<file path="src/sv/r2fft_pkg.sv">
// ----------------------------------------------------------------------------
// r2fft_pkg
// Shared types, constants and the twiddle table of the radix-2 FFT.
// ----------------------------------------------------------------------------
package r2fft_pkg;

  localparam int DATA_W = 24;
  localparam int SAMPLE_W = 16;
  localparam int TW_W = 16;
  localparam int MAX_LG = 6;

  typedef logic signed [DATA_W-1:0] data_t;

  typedef struct packed {
    data_t im;
    data_t re;
  } cplx_t;

  typedef enum logic [2:0] {
    ST_LOAD,
    ST_PERM,
    ST_BFLY_RD,
    ST_BFLY_MUL,
    ST_BFLY_WR,
    ST_OUT
  } state_t;

  function automatic logic signed [TW_W-1:0] tw_cos(input logic [4:0] k);
    logic signed [TW_W-1:0] r;
    case (k)
      5'd0: r = 16'sd32767;   5'd1: r = 16'sd32610;   5'd2: r = 16'sd32138;
      5'd3: r = 16'sd31357;   5'd4: r = 16'sd30274;   5'd5: r = 16'sd28899;
      5'd6: r = 16'sd27246;   5'd7: r = 16'sd25330;   5'd8: r = 16'sd23170;
      5'd9: r = 16'sd20788;   5'd10: r = 16'sd18205;  5'd11: r = 16'sd15447;
      5'd12: r = 16'sd12540;  5'd13: r = 16'sd9512;   5'd14: r = 16'sd6393;
      5'd15: r = 16'sd3212;   5'd16: r = 16'sd0;      5'd17: r = -16'sd3212;
      5'd18: r = -16'sd6393;  5'd19: r = -16'sd9512;  5'd20: r = -16'sd12540;
      5'd21: r = -16'sd15447; 5'd22: r = -16'sd18205; 5'd23: r = -16'sd20788;
      5'd24: r = -16'sd23170; 5'd25: r = -16'sd25330; 5'd26: r = -16'sd27246;
      5'd27: r = -16'sd28899; 5'd28: r = -16'sd30274; 5'd29: r = -16'sd31357;
      5'd30: r = -16'sd32138; default: r = -16'sd32610;
    endcase
    return r;
  endfunction

  // The negated sine at k equals minus the cosine at k - 16 for the upper half.
  // At a quarter turn the table holds the full negative value.
  function automatic logic signed [TW_W-1:0] tw_nsin(input logic [4:0] k);
    logic signed [TW_W-1:0] r;
    if (k == 5'd0) begin
      r = '0;
    end else if (k == 5'd16) begin
      r = 16'sh8000;
    end else if (k < 5'd16) begin
      r = -tw_cos(5'd16 - k);
    end else begin
      r = -tw_cos(k - 5'd16);
    end
    return r;
  endfunction

  function automatic data_t round_q15(input logic signed [40:0] p);
    logic signed [40:0] v;
    v = p + 41'sd16384;
    return v[15+DATA_W-1:15];
  endfunction

endpackage

</file>
<file path="src/sv/r2fft_front.sv">
// ----------------------------------------------------------------------------
// r2fft_front
// Accepts samples and passes them, with their frame position, into a queue.
// ----------------------------------------------------------------------------
module r2fft_front import r2fft_pkg::*; #(
  parameter int LG = 6
) (
  input  logic              clk,
  input  logic              rst,
  input  logic              in_valid,
  output logic              in_ready,
  input  logic [31:0]       in_data,
  output logic              q_valid,
  input  logic              q_ready,
  output logic [LG+32:0]    q_data
);

  localparam int QD = 2;

  logic [LG+32:0] q_mem [QD];
  logic [1:0]     count;
  logic           wp;
  logic           rp;
  logic [LG-1:0]  load_count;
  logic           push;
  logic           pop;

  assign in_ready = (count != 2'd2);
  assign push     = in_valid && in_ready;
  assign q_valid  = (count != 2'd0);
  assign pop      = q_valid && q_ready;
  assign q_data   = q_mem[rp];

  always_ff @(posedge clk) begin
    if (rst) begin
      count      <= '0;
      wp         <= 1'b0;
      rp         <= 1'b0;
      load_count <= '0;
    end else begin
      if (push) begin
        wp         <= ~wp;
        load_count <= load_count + 1'b1;
      end
      if (pop) begin
        rp <= ~rp;
      end
      count <= count + {1'b0, push} - {1'b0, pop};
    end
  end

  always_ff @(posedge clk) begin
    if (push) begin
      q_mem[wp] <= {&load_count, load_count, in_data};
    end
  end

endmodule

</file>
<file path="config.mk">
export PLATFORM = sky130hd
export DESIGN_NAME = r2fft_front
export DESIGN_NICKNAME = d
export VERILOG_FILES = /design/src/sv/r2fft_pkg.sv /design/src/sv/r2fft_front.sv
export SDC_FILE = /design/constraint.sdc
export NUM_CORES = 1
export LEC_CHECK = 0
export BUFFER_PORTS_ARGS = -buffer_cell sky130_fd_sc_hd__buf_2
export CORE_UTILIZATION = 48
export DETAILED_ROUTE_END_ITERATION = 6
export GPL_ROUTABILITY_DRIVEN = 0
export GPL_TIMING_DRIVEN = 0
export PLACE_DENSITY = 0.72
export SLEW_MARGIN = 20
export SYNTH_ARGS = -nofsm -noshare
export SYNTH_HDL_FRONTEND = slang
export SYNTH_SLANG_ARGS = --single-unit
</file>
<file path="constraint.sdc">
create_clock -name clk -period 2.26 [get_ports clk]
set_input_delay 0.113 -clock clk [delete_from_list [all_inputs] [get_ports clk]]
set_output_delay 0.113 -clock clk [all_outputs]
set_load 0.005 [all_outputs]
</file>
==> results.cfg <==
[final_layout]
antennaDiodeCount = 0
most-common-layout-cells = 79 x buf_2, 78 x edfxtp_1, 41 x mux2_2
stdcell_count = 389
final_common_cell = buf_2
nets = 342
syn_to_final_growth_pct = 30.9
drive_above_1_share_pct = 46.3

[critical_path]
cpLargestDelayFamily = simple AND/OR/NAND/NOR gates
cp_data_arrival_time_ns = 2.00
crit_slowest_cell = and3_2
max_stage_delay_ns = 0.83
end_kind = flop
crit_type = reg2reg
critical_path.cell_chain = nor2b_1 > buf_2 > inv_1 > and3_2
start_kind = flop
required_ns = 2.23
path_buf_inv = 2
crit_path_max_fanout = 39

[yosys]
ys_types = 24
ys_seq_area_share_pct = 76.7
syn_area_sq_mm = 0.00334
syn_avg_cell_area_sq_um = 18.2
postSynthCellCount = 184
synth_top_area_share_pct = 70.1
syn-num-nets = 222
yosysWarnings = 0
synthTopCellsByArea = edfxtp_1 70%, mux2_2 14%, dfxtp_1 6.6%, a21oi_1 0.90%, ha_1 0.75%
ys_ff_latch = 89
yosys.area.top_type = edfxtp_1

[pwr]
p_total_uw = 4170
leakage_uw = 0.00165
ir_worst_vdd_mv = 0.385
powerDensity_mw_per_mm2 = 953

[clock_network]
cts_num_sinks = 89
clk_latency_ns = 0.34
clk_pin_slew_ns = 0.08
clockRootBuffer = clkbuf_8
ctsResizeCount = 0
cts_made_buffers = 9
postCtsSetupRepairBufs = 0
cts.path.max_buffers = 2
htreeDepth = 3
cts_tree = yes

[floorplan]
die_h_microns = 85.4
die_w_microns = 85.4
start_util_pct = 49.5
rows = 30
die_area_sq_mm = 0.00730
core_area_sq_mm = 0.00676
num_io_pins = 77

[sta]
hold_violations = 0
rsz0062_at_grt = false
tightest_slew_ns = 0.943
fin_crit_sh_pct = 89.8
period_needed_ns = 2.03
slew_violations = 0
timing.hold.ws_ns = 0.0807
finClkSkew_ns = 0.00656
finalSetupViolations = 0
max_freq_ghz = 0.493
slew_headroom_pct = 37.1

[global_route]
grt_max_degree = 40
overflow = 0
grt.total_usage_pct = 16.5
grt_pass1_vias = 1892
grt_antenna_before_repair = 0
grt_pass1_wl_microns = 8840

[route]
vias_per_cell = 4.99
via_count = 1943
ant_nets = 0
drt-total-wl_microns = 5730
firstDrtPassIters = 6
drc = 0
wire_per_inst_microns = 14.7
drtIter0Drc = 42

[worst_hold_path]
worst_hold_path_type = in2reg

[placed_design]
dp_cells = 341
dp_hpwl_microns = 3460
numPortBuffers = 76

[job]
maxCapViolations = 0

[run_status]
status = finished, final reports clean
-- worst paths after layout --
path / startpoint / endpoint / slack (ns) / depth (start not counted)
worst max-delay path: count[0] / q_mem[1][6] / 0.23 / 4
worst min-delay path: in_valid / load_count[1] / 0.08 / 3
worst max register to register: count[0] / q_mem[1][6] / 0.23 / 4
worst min register to register: wp / wp / 0.49 / 2
-- final cells by class --
type / count / area (sq um)
flip-flops and latches: 89 / 2560
clock buffers: 11 / 131
well taps: 80 / 100
repair buffers: 109 / 721
fillers: 488 / 2380
plain buffers: 7 / 37.5
multi-input cells: 84 / 727
inverters: 4 / 15.0
clock inverters: 5 / 80.1
-- flip-flops by register name, summed over array words and instances (netlist names), named ones only --
signal      flops
rp              1
wp              1
load_count      6
q_mem          78
count           2
-- cells by family (layout without fill, tap and decap cells) --
family	Yosys count	in the layout	synth area share, %
DFF	89	89	76.7
AOI/OAI and AO/OA	15	15	2.73
adders and majority gates	2	2	0.749
and+or+nand+nor	24	24	3.93
xor gates and xnor gates	2	2	0.524
buffers and inverters	11	136	1.57
muxes	41	41	13.8
-- power breakdown --
group | internal [uW] | switching, uW
Clock | 622 | 516
Sequential | 2010 | 65.4
Combinational | 509 | 443
Total | 3150 | 1020
-- metrics by stage --
stage	area, sq um	TNS (ns)	utilization [%]	setup slack (ns)
after floorplan	3340	0	-	0.0477
final	4370	0	64.7	0.230
after global routing	4370	0	64.7	0.0367
after global placement	3820	-18.37	56.6	-0.473
after detailed placement	3840	0	56.9	0.200
after CTS	4370	0	64.7	0.177
-- timing repair --
item | 4_1_cts | 5_1_grt
hold buffers | 32 | 0
setup endpoints to repair | 0 | 0
endpoints found under the hold margin | 64 | 0
-- synthesized netlist by cell type --
cell / n
edfxtp_1: 78
mux2_2: 41
dfxtp_1: 11
a21oi_1: 6
nor2_1: 6
nor2b_1: 4
o21ai_0: 4
buf_2: 3
clkbuf_1: 3
inv_1: 3
nand2_1: 3
nand3_1: 3
o31ai_1: 3
or4_1: 3
ha_1: 2
or3_2: 2
xor2_1: 2
a21bo_2: 1
a32oi_1: 1
and3_2: 1
buf_6: 1
inv_2: 1
nor4_1: 1
or2_2: 1
-- layer usage --
| metal | global-route usage [%] | up-vias | routed length (microns) | part of all wire, % |
|---|---|---|---|---|
| met2 | 28.4 | 55 | 2880 | 50 |
| met3 | 3.89 | 10 | 269 | 4.7 |
| met5 | 0 | - | 0 | 0 |
| li1 | - | 948 | - | - |
| met1 | 19.2 | 930 | 2480 | 43 |
| met4 | 8.18 | 0 | 102 | 1.8 |
-- worst reg2reg max path: stages, from the launching register on --
cell and delay, ns:
dfxtp_1 0.41, nor2b_1 0.11, buf_2 0.18, inv_1 0.11, and3_2 0.83
Power figures use the tool's default switching activity.
